`src/hw/rtl/bfws_pkg.sv`:
```
// ---------------------------------------------------------------------------
// bfws_pkg: shared types and constants for the box filter window sum core
// Widths, ring and queue sizing, register indexes and the back-end states.
// ---------------------------------------------------------------------------
`timescale 1ns / 1ps

package bfws_pkg;

  localparam int unsigned SAMPLE_W    = 16;
  localparam int unsigned SUM_W       = 22;
  localparam int unsigned RADIUS_W    = 5;
  localparam int unsigned LEN_W       = 13;
  localparam int unsigned MAX_RADIUS  = 31;
  localparam int unsigned MAX_LINE    = 4096;
  localparam int unsigned POS_W       = $clog2(MAX_LINE);
  // ring must be deeper than the widest window so read and write never collide
  localparam int unsigned RING_DEPTH  = 64;
  localparam int unsigned RING_AW     = $clog2(RING_DEPTH);
  localparam int unsigned QUEUE_DEPTH = 4;
  localparam int unsigned QPTR_W      = $clog2(QUEUE_DEPTH);
  localparam int unsigned QCNT_W      = $clog2(QUEUE_DEPTH + 1);
  localparam int unsigned CFG_IDX_W   = 4;
  localparam int unsigned CFG_DATA_W  = LEN_W;
  localparam int unsigned IN_TDATA_W  = 16;
  localparam int unsigned OUT_TDATA_W = 24;

  localparam logic [RADIUS_W-1:0]  RADIUS_RESET   = RADIUS_W'(1);
  localparam logic [POS_W-1:0]     LAST_POS_RESET = POS_W'(63);

  localparam logic [CFG_IDX_W-1:0] CFG_RADIUS      = CFG_IDX_W'(0);
  localparam logic [CFG_IDX_W-1:0] CFG_LINE_LENGTH = CFG_IDX_W'(1);

  typedef enum logic {
    BK_IDLE,
    BK_FLUSH
  } bk_state_t;

  typedef struct packed {
    logic signed [SUM_W-1:0] sum;
    logic                    last;
    logic [POS_W-1:0]        pos;
  } q_entry_t;

  typedef struct packed {
    logic                re;
    logic [RING_AW-1:0]  addr;
  } ring_rd_t;

  typedef struct packed {
    logic                we;
    logic [RING_AW-1:0]  addr;
    logic [SAMPLE_W-1:0] data;
  } ring_wr_t;

endpackage

```
`src/hw/rtl/bfws_ram.sv`:
```
// ---------------------------------------------------------------------------
// bfws_ram: generic RAM, one write port, two registered read ports
// Read data updates only when the port's read enable is high.
// ---------------------------------------------------------------------------
`timescale 1ns / 1ps

module bfws_ram #(
  parameter int unsigned WIDTH = 16,
  parameter int unsigned DEPTH = 64
) (
  input  logic                     clk,
  input  logic                     we,
  input  logic [$clog2(DEPTH)-1:0] waddr,
  input  logic [WIDTH-1:0]         wdata,
  input  logic                     rea,
  input  logic [$clog2(DEPTH)-1:0] raddra,
  output logic [WIDTH-1:0]         rdataa,
  input  logic                     reb,
  input  logic [$clog2(DEPTH)-1:0] raddrb,
  output logic [WIDTH-1:0]         rdatab
);

  logic [WIDTH-1:0] mem [DEPTH];

  always_ff @(posedge clk) begin
    if (we) begin
      mem[waddr] <= wdata;
    end
    if (rea) begin
      rdataa <= mem[raddra];
    end
    if (reb) begin
      rdatab <= mem[raddrb];
    end
  end

endmodule

```
`src/hw/rtl/bfws_queue.sv`:
```
// ---------------------------------------------------------------------------
// bfws_queue: short FIFO between the front and back ends
// Head is visible combinationally; count lets the front reserve space.
// ---------------------------------------------------------------------------
`timescale 1ns / 1ps

module bfws_queue import bfws_pkg::*; (
  input  logic              clk,
  input  logic              rst,
  input  logic              push,
  input  q_entry_t          push_data,
  input  logic              pop,
  output q_entry_t          head,
  output logic              empty,
  output logic [QCNT_W-1:0] count
);

  q_entry_t          slots [QUEUE_DEPTH];
  logic [QPTR_W-1:0] wr_ptr;
  logic [QPTR_W-1:0] rd_ptr;

  assign head  = slots[rd_ptr];
  assign empty = (count == '0);

  always_ff @(posedge clk) begin
    if (push) begin
      slots[wr_ptr] <= push_data;
    end
  end

  always_ff @(posedge clk) begin
    if (rst) begin
      wr_ptr <= '0;
      rd_ptr <= '0;
      count  <= '0;
    end else begin
      if (push) begin
        wr_ptr <= wr_ptr + QPTR_W'(1);
      end
      if (pop) begin
        rd_ptr <= rd_ptr + QPTR_W'(1);
      end
      case ({push, pop})
        2'b10:   count <= count + QCNT_W'(1);
        2'b01:   count <= count - QCNT_W'(1);
        default: count <= count;
      endcase
    end
  end

endmodule

```
`src/hw/rtl/bfws_front.sv`:
```
// ---------------------------------------------------------------------------
// bfws_front: sample intake, ring write and running sum
// Classifies each sample by position, keeps the running window sum and
// queues the sums that produce results. Holds intake during a line flush.
// ---------------------------------------------------------------------------
`timescale 1ns / 1ps

module bfws_front import bfws_pkg::*; (
  input  logic                  clk,
  input  logic                  rst,
  input  logic                  s_tvalid,
  output logic                  s_tready,
  input  logic [SAMPLE_W-1:0]   sample,
  input  logic                  cfg_valid,
  input  logic [CFG_IDX_W-1:0]  cfg_index,
  input  logic [CFG_DATA_W-1:0] cfg_data,
  input  logic                  flush_done,
  output ring_wr_t              ring_wr,
  output ring_rd_t              ring_rd,
  input  logic [SAMPLE_W-1:0]   ring_rdata,
  output logic                  q_push,
  output q_entry_t              q_push_data,
  input  logic [QCNT_W-1:0]     q_count,
  output logic [RADIUS_W-1:0]   radius
);

  logic [POS_W-1:0]        last_pos;
  logic [POS_W-1:0]        position;
  logic signed [SUM_W-1:0] running_sum;
  logic                    hold;

  // first stage registers
  logic                    valid_d;
  logic [SAMPLE_W-1:0]     x_d;
  logic                    sub_d;
  logic                    emit_d;
  logic                    last_d;
  logic [POS_W-1:0]        pos_d;

  logic                    accept;
  logic                    is_last;
  logic [RADIUS_W:0]       win;
  logic signed [SUM_W-1:0] x_ext;
  logic signed [SUM_W-1:0] old_ext;
  logic signed [SUM_W-1:0] sum;
  logic [POS_W-1:0]        len_eff_last;

  assign win     = {radius, 1'b1};
  assign is_last = (position == last_pos);
  assign accept  = s_tvalid && s_tready;

  // space for the item in flight plus the new one
  assign s_tready = !hold &&
    ((QCNT_W+1)'(q_count) + (QCNT_W+1)'(valid_d) < (QCNT_W+1)'(QUEUE_DEPTH));

  always_comb begin
    ring_wr.we   = accept;
    ring_wr.addr = position[RING_AW-1:0];
    ring_wr.data = sample;
    ring_rd.re   = accept;
    ring_rd.addr = position[RING_AW-1:0] - RING_AW'(win);
  end

  assign x_ext   = {{(SUM_W-SAMPLE_W){x_d[SAMPLE_W-1]}}, x_d};
  assign old_ext = {{(SUM_W-SAMPLE_W){ring_rdata[SAMPLE_W-1]}}, ring_rdata};
  assign sum     = running_sum + x_ext - (sub_d ? old_ext : '0);

  assign q_push      = valid_d && (emit_d || last_d);
  assign q_push_data = '{sum: sum, last: last_d, pos: pos_d};

  // zero means one sample, lengths past the maximum clamp
  always_comb begin
    if (cfg_data == '0) begin
      len_eff_last = '0;
    end else if (cfg_data > CFG_DATA_W'(MAX_LINE)) begin
      len_eff_last = POS_W'(MAX_LINE - 1);
    end else begin
      len_eff_last = POS_W'(cfg_data - CFG_DATA_W'(1));
    end
  end

  always_ff @(posedge clk) begin
    if (accept) begin
      x_d    <= sample;
      sub_d  <= (position >= POS_W'(win));
      emit_d <= (position >= POS_W'(radius));
      last_d <= is_last;
      pos_d  <= position;
    end
  end

  always_ff @(posedge clk) begin
    if (rst) begin
      radius      <= RADIUS_RESET;
      last_pos    <= LAST_POS_RESET;
      position    <= '0;
      running_sum <= '0;
      hold        <= 1'b0;
      valid_d     <= 1'b0;
    end else begin
      valid_d <= accept;
      if (accept) begin
        position <= is_last ? '0 : position + POS_W'(1);
      end
      if (valid_d) begin
        running_sum <= last_d ? '0 : sum;
      end
      if (accept && is_last) begin
        hold <= 1'b1;
      end else if (flush_done) begin
        hold <= 1'b0;
      end
      // a write to the radius or line length register aborts the line in progress
      if (cfg_valid && (cfg_index == CFG_RADIUS || cfg_index == CFG_LINE_LENGTH)) begin
        if (cfg_index == CFG_RADIUS) begin
          radius <= cfg_data[RADIUS_W-1:0];
        end else begin
          last_pos <= len_eff_last;
        end
        position    <= '0;
        running_sum <= '0;
      end
    end
  end

  a_no_overflow: assert property (@(posedge clk) disable iff (rst)
    q_push |-> (q_count < QCNT_W'(QUEUE_DEPTH)))
    else $error("queue push while full");

  a_hold_after_last: assert property (@(posedge clk) disable iff (rst)
    (accept && is_last) |=> !s_tready)
    else $error("intake not held after last sample of a line");

endmodule

```
`src/hw/rtl/bfws_back.sv`:
```
// ---------------------------------------------------------------------------
// bfws_back: result sequencer and output register
// Passes ordinary sums through; on a line's last sum it walks the remaining
// positions, peeling one old sample off the sum per result.
// ---------------------------------------------------------------------------
`timescale 1ns / 1ps

module bfws_back import bfws_pkg::*; (
  input  logic                    clk,
  input  logic                    rst,
  input  logic [RADIUS_W-1:0]     radius,
  input  logic                    q_empty,
  input  q_entry_t                q_head,
  output logic                    q_pop,
  output ring_rd_t                ring_rd,
  input  logic [SAMPLE_W-1:0]     ring_rdata,
  output logic                    m_tvalid,
  input  logic                    m_tready,
  output logic signed [SUM_W-1:0] window_sum,
  output logic                    line_end,
  output logic                    flush_done
);

  bk_state_t               state, state_next;
  logic                    out_valid, out_valid_next;
  logic signed [SUM_W-1:0] out_sum, out_sum_next;
  logic                    out_last, out_last_next;
  logic [POS_W-1:0]        q, q_next;
  logic [POS_W-1:0]        p_end, p_end_next;
  logic                    sub_pend, sub_pend_next;

  logic                    out_free;
  logic [POS_W-1:0]        r_pos;
  logic [POS_W-1:0]        q0;
  logic [POS_W-1:0]        q_inc;
  logic signed [SUM_W-1:0] old_ext;

  assign r_pos   = POS_W'(radius);
  assign q0      = (q_head.pos >= r_pos) ? q_head.pos - r_pos : '0;
  assign q_inc   = q + POS_W'(1);
  assign old_ext = {{(SUM_W-SAMPLE_W){ring_rdata[SAMPLE_W-1]}}, ring_rdata};
  assign out_free = !out_valid || m_tready;

  assign m_tvalid   = out_valid;
  assign window_sum = out_sum;
  assign line_end   = out_last;

  always_ff @(posedge clk) begin
    if (rst) begin
      state     <= BK_IDLE;
      out_valid <= 1'b0;
    end else begin
      state     <= state_next;
      out_valid <= out_valid_next;
    end
  end

  always_ff @(posedge clk) begin
    out_sum  <= out_sum_next;
    out_last <= out_last_next;
    q        <= q_next;
    p_end    <= p_end_next;
    sub_pend <= sub_pend_next;
  end

  // the ring read for position q+1 is issued while q is on the output
  always_comb begin
    state_next     = state;
    out_valid_next = out_valid;
    out_sum_next   = out_sum;
    out_last_next  = out_last;
    q_next         = q;
    p_end_next     = p_end;
    sub_pend_next  = sub_pend;
    q_pop          = 1'b0;
    ring_rd        = '0;
    flush_done     = 1'b0;
    case (state)
      BK_IDLE: begin
        if (out_free) begin
          if (!q_empty) begin
            q_pop          = 1'b1;
            out_valid_next = 1'b1;
            out_sum_next   = q_head.sum;
            out_last_next  = 1'b0;
            if (q_head.last) begin
              q_next        = q0;
              p_end_next    = q_head.pos;
              out_last_next = (q0 == q_head.pos);
              ring_rd.re    = 1'b1;
              ring_rd.addr  = q0[RING_AW-1:0] - RING_AW'(radius);
              sub_pend_next = (q0 >= r_pos);
              if (q0 == q_head.pos) begin
                flush_done = 1'b1;
              end else begin
                state_next = BK_FLUSH;
              end
            end
          end else begin
            out_valid_next = 1'b0;
          end
        end
      end
      BK_FLUSH: begin
        if (m_tready) begin
          q_next        = q_inc;
          out_sum_next  = out_sum - (sub_pend ? old_ext : '0);
          out_last_next = (q_inc == p_end);
          ring_rd.re    = 1'b1;
          ring_rd.addr  = q_inc[RING_AW-1:0] - RING_AW'(radius);
          sub_pend_next = (q_inc >= r_pos);
          if (q_inc == p_end) begin
            flush_done = 1'b1;
            state_next = BK_IDLE;
          end
        end
      end
      default: begin
        state_next = BK_IDLE;
      end
    endcase
  end

  a_flush_has_output: assert property (@(posedge clk) disable iff (rst)
    (state == BK_FLUSH) |-> out_valid)
    else $error("flush running without a result on the output");

  a_done_marks_end: assert property (@(posedge clk) disable iff (rst)
    flush_done |=> (out_valid && out_last))
    else $error("flush done without the line end result");

  a_flush_in_range: assert property (@(posedge clk) disable iff (rst)
    (state == BK_FLUSH) |-> (q < p_end))
    else $error("flush position ran past the line end");

endmodule

```
`src/hw/rtl/box_filter_window_sum_core.sv`:
```
// ---------------------------------------------------------------------------
// box_filter_window_sum_core: streaming box filter sum along one line
// Exact sliding window sums of 16-bit signed samples, clamped at line ends.
//
// Usage:
//   s_* carries one sample per request; m_* returns one window sum per
//   request, with m_tlast on the result for the last position of a line.
//   cfg_* writes radius (index 0) or line length (index 1); a write resets
//   the line in progress and is only meant while the core is idle.
//   Within a line one sample is taken every cycle unless the output stalls.
//   The result for position p passes the front stage register and the queue
//   into the output register once sample p+radius is taken. The last sample
//   of a line releases the rest, at most radius+1 results, one per cycle while
//   m_tready is high; intake stays closed from that sample until the final
//   result is in the output register; the flush walk reads ring port b.
//   A stalled m_tready holds the output register; the 4-entry queue
//   between the front and back ends then fills and s_tready drops.
//   After rst: radius 1, line length 64, position 0, queue and output empty.
// ---------------------------------------------------------------------------
`timescale 1ns / 1ps

module box_filter_window_sum_core import bfws_pkg::*; (
  input  logic                   clk,
  input  logic                   rst,
  input  logic                   s_tvalid,
  output logic                   s_tready,
  input  logic [IN_TDATA_W-1:0]  s_tdata,    // [15:0] sample
  output logic                   m_tvalid,
  input  logic                   m_tready,
  output logic [OUT_TDATA_W-1:0] m_tdata,    // [21:0] window_sum, [23:22] zero
  output logic                   m_tlast,
  input  logic                   cfg_valid,
  output logic                   cfg_ready,
  input  logic [CFG_IDX_W-1:0]   cfg_index,
  input  logic [CFG_DATA_W-1:0]  cfg_data
);

  ring_wr_t                ring_wr;
  ring_rd_t                front_rd;
  ring_rd_t                back_rd;
  logic [SAMPLE_W-1:0]     front_rdata;
  logic [SAMPLE_W-1:0]     back_rdata;
  logic                    q_push;
  q_entry_t                q_push_data;
  logic                    q_pop;
  q_entry_t                q_head;
  logic                    q_empty;
  logic [QCNT_W-1:0]       q_count;
  logic [RADIUS_W-1:0]     radius;
  logic                    flush_done;
  logic signed [SUM_W-1:0] window_sum;

  assign cfg_ready = 1'b1;
  assign m_tdata   = {{(OUT_TDATA_W-SUM_W){1'b0}}, window_sum};

  bfws_front u_front (
    .clk         (clk),
    .rst         (rst),
    .s_tvalid    (s_tvalid),
    .s_tready    (s_tready),
    .sample      (s_tdata[SAMPLE_W-1:0]),
    .cfg_valid   (cfg_valid),
    .cfg_index   (cfg_index),
    .cfg_data    (cfg_data),
    .flush_done  (flush_done),
    .ring_wr     (ring_wr),
    .ring_rd     (front_rd),
    .ring_rdata  (front_rdata),
    .q_push      (q_push),
    .q_push_data (q_push_data),
    .q_count     (q_count),
    .radius      (radius)
  );

  bfws_ram #(
    .WIDTH (SAMPLE_W),
    .DEPTH (RING_DEPTH)
  ) u_ring (
    .clk    (clk),
    .we     (ring_wr.we),
    .waddr  (ring_wr.addr),
    .wdata  (ring_wr.data),
    .rea    (front_rd.re),
    .raddra (front_rd.addr),
    .rdataa (front_rdata),
    .reb    (back_rd.re),
    .raddrb (back_rd.addr),
    .rdatab (back_rdata)
  );

  bfws_queue u_queue (
    .clk       (clk),
    .rst       (rst),
    .push      (q_push),
    .push_data (q_push_data),
    .pop       (q_pop),
    .head      (q_head),
    .empty     (q_empty),
    .count     (q_count)
  );

  bfws_back u_back (
    .clk        (clk),
    .rst        (rst),
    .radius     (radius),
    .q_empty    (q_empty),
    .q_head     (q_head),
    .q_pop      (q_pop),
    .ring_rd    (back_rd),
    .ring_rdata (back_rdata),
    .m_tvalid   (m_tvalid),
    .m_tready   (m_tready),
    .window_sum (window_sum),
    .line_end   (m_tlast),
    .flush_done (flush_done)
  );

endmodule

```
`config.mk`:
```
export PLATFORM = sky130hd
export DESIGN_NAME = box_filter_window_sum_core
export DESIGN_NICKNAME = d
export VERILOG_FILES = /design/src/hw/rtl/bfws_pkg.sv /design/src/hw/rtl/bfws_ram.sv /design/src/hw/rtl/bfws_queue.sv /design/src/hw/rtl/bfws_front.sv /design/src/hw/rtl/bfws_back.sv /design/src/hw/rtl/box_filter_window_sum_core.sv
export SDC_FILE = /design/constraint.sdc
export NUM_CORES = 2
export LEC_CHECK = 0
export BUFFER_PORTS_ARGS = -buffer_cell sky130_fd_sc_hd__buf_2
export CAP_MARGIN = 20
export CORE_MARGIN = 3
export CORE_UTILIZATION = 43
export DETAILED_ROUTE_END_ITERATION = 12
export PLACE_DENSITY = 0.56
export SYNTH_ARGS = -nofsm -noshare
export SYNTH_HDL_FRONTEND = slang
export SYNTH_HIERARCHICAL = 1
export SYNTH_SLANG_ARGS = --single-unit
```
`constraint.sdc`:
```
create_clock -name clk -period 6.6 [get_ports clk]
set_clock_uncertainty 0.15 [all_clocks]
set_input_delay 1.32 -clock clk [delete_from_list [all_inputs] [get_ports clk]]
set_output_delay 1.32 -clock clk [all_outputs]
set_load 0.01 [all_outputs]
```
==> results.ini <==
[status]
status = finished clean

[logic_synthesis]
synth_top_cell_by_area = edfxtp_1
synth_seq_area_share_pct = 60.79
synth_ff_type = edfxtp_1
ys_ff_latch = 1339
synthCells = 3951
yosys.cell_types.count = 93
synthesis.area_sq_um = 65090
yosys_warnings = 6
synth_area_leaders = edfxtp_1 59%, mux4_2 15%, mux2_2 2.9%, mux2i_1 2.5%, dfxtp_1 2.0%
synth_top_cell_area_share_pct = 58.82
synthArstFlopShare_pct = 0
synth_commonest_cells = 1275 x edfxtp_1, 437 x mux4_2, 189 x nor2_1
synth.most_common_cell = edfxtp_1
syn_area_per_cell_sq_um = 16.47
synth_edf_count = 1275

[die]
core_area_sq_um = 150100
initial_core_util_pct = 43.35
dieArea_sq_um = 156100
ios = 66
die_w_microns = 395.1
chipHeight_microns = 395.1
rows = 142

[grt]
grt-ovfl-total = 0
grt_max_degree = 66
grtUsageTotal_pct = 24.95
grt_pass1_wl_microns = 280100
antenna_found_initial = 8
grt_pass1_vias = 38590

[power]
p_leak_uw = 0.02408
vdd_drop_max_mv = 0.3609
powerDensity_nw_per_um2 = 430.1

[routing]
dr_total_vias = 38890
routed_wl_microns = 195400
viasPerCell = 6.225
wire_per_inst_microns = 31.27
drc = 0
first_pass_iters = 5
antenna_left = 0
first_iter_violations = 4303

[timing]
finalCritPeriodShare_pct = 95.06
fmaxAchievable_mhz = 159.4
setup_tns_ps = 0
fin_crit_ps = 6274
hold_violations = 0
slew-limit-headroom_pct = 18.21
final_max_slew_viol_count = 0
finalSetupViolations = 0
tightest_slew_ps = 1222
rsz0062_at_grt = false

[clock_network]
cts_hold_buf = 0
post_cts_resized = 0
htree_levels = 4
ctsRootBufferMaster = clkbuf_16
clk_pin_slew_ps = 60
clockBufferDepth = 3
cts.sinks = 1339
clock_latency_ps = 790
postCtsSetupBuffers = 0
cts_inserted_buffers = 146
tritoncts = yes

[critical_path]
end_kind = flop
start_kind = flop
arrival_ps = 6680
slowest_delay_ps = 720
cp_max_fo = 28
required_ps = 7000
path_class = reg -> reg
timing.critical_path.cells = mux4_2 > ha_1 > and4_4 > a2111oi_4 > nand2_2 > nor3_4 > o21ai_0 > fa_1 > nand2_1 > o21ai_4 > buf_4 > nor2_4 > buf_12 > a211oi_1 > a211oi_1 > buf_4 > nor4_1
crit_buf_inv = 3
crit_path_top_delay_cell = a211oi_1
cp_top_family = compound AO/OA/AOI/OAI gates

[layout]
drive_above_1_share_pct = 28.44
multi_input_area_sq_um = 23500
nets = 4253
nFillCells = 12610
area_growth_pct = 12.30
final_area_sq_um = 73100
regArea_sq_um = 39570

[flow_run]
drv_cap = 0

[place]
dp_hpwl_microns = 125500
dpl_cell_area_sq_um = 68450
portBuffers = 62
routabilityCongestion = 0.9306

[min_path]
hold_path_class = reg -> reg

[worst paths after layout]
kind | cells past startpoint | endpoint | slack, ps | startpoint
setup / recovery | 17 | u_ring/rdatab[8] | 330 | flop
hold / removal | 2 | u_front/last_pos[9] | 310 | u_front/last_pos[9]
hold reg to reg | 2 | u_front/last_pos[9] | 310 | u_front/last_pos[9]
setup reg to reg | 17 | u_ring/rdatab[8] | 330 | flop
[placed cells by master, fill, tap and decap left out, types with 21 or more instances in the layout]
cell / instances
xor2_1: 38
a31oi_1: 32
nor3_1: 22
mux2_2: 168
and2_1: 24
mux4_2: 437
nand2b_1: 21
clkbuf_1: 23
fa_1: 26
nand3_1: 25
nor2b_1: 22
clkbuf_16: 156
a311oi_1: 29
clkinv_2: 31
nor4_1: 33
o22ai_1: 75
ha_1: 77
nand2_1: 163
o21ai_1: 25
clkinv_1: 33
o21ai_0: 67
a211oi_1: 105
mux2i_1: 164
xnor2_1: 70
buf_2: 62
a22oi_1: 25
dfxtp_1: 61
buf_12: 23
a21oi_1: 112
nor2_1: 152
buf_4: 204
edfxtp_1: 1275
a221oi_1: 23
inv_1: 124
nor2_2: 37
[cells by family after synthesis]
family	count (synthesis)	synth area share, %
buffers and inverters	411	3.477
muxes	783	21.11
xor gates and xnor gates	112	1.519
adders and majority gates	107	2.357
and+or+nand+nor	589	4.366
AOI/OAI and AO/OA	608	6.365
other	2	0.01154
DFF	1339	60.79
[through the flow]
stage                     cells  setup slack [ps]  hold slack (ps)  power, uW  utilization (%)
after global routing       6243             89.09            328.0      32780            48.68
after detailed placement   5978             391.6            302.0      23530            45.59
after global placement     5974             480.5            301.7      23480            45.55
after floorplan            3952              1311            256.4      19020                -
after CTS                  6242             375.7            311.4      31510            48.67
final                      6247             326.3            308.6      31440            48.69
[state kept, by name, indices dropped and copies added, names as in the netlist, 16 cells and up, named ones only]
signal and count:
u_ring/mem 1024, u_back/window_sum 22, u_front/x_d 16, u_front/running_sum 22
u_queue/slots 140, u_ring/rdataa 16, u_ring/rdatab 16
[worst reg2reg max path, delay by kind of cell, from the launching register on]
family / cells / cell delay (ps)
compound gates: 5 / 1730
simple gates: 6 / 1270
buf+inv: 3 / 1010
fa+ha+maj: 2 / 890
mux: 1 / 590
flops: 1 / 440
[layer usage]
metal,share of wire (%),vias up,GRT usage (%)
met5,0.015,-,0
met4,4.4,4,10.32
met3,8.8,372,5.805
met2,45,1789,37.73
met1,42,20410,34.87
li1,-,16320,-
[cell type report]
class / instances / area share [%]
sequential: 1339 / 54.14
timing repair buffer: 294 / 3.254
multi-input combinational: 2202 / 32.14
inverter: 128 / 0.6676
tap: 2016 / 3.451
clock buffer: 184 / 5.553
clock inverter: 80 / 0.7822
antenna: 4 / 0.01369
[power by group]
group	internal [uW]	leakage, uW	switching (uW)	total, uW
Sequential	10300	0.0121	345	10700
Clock	4610	0.00228	3320	7940
Combinational	5080	0.00974	7760	12800
Power figures use the tool's default switching activity.
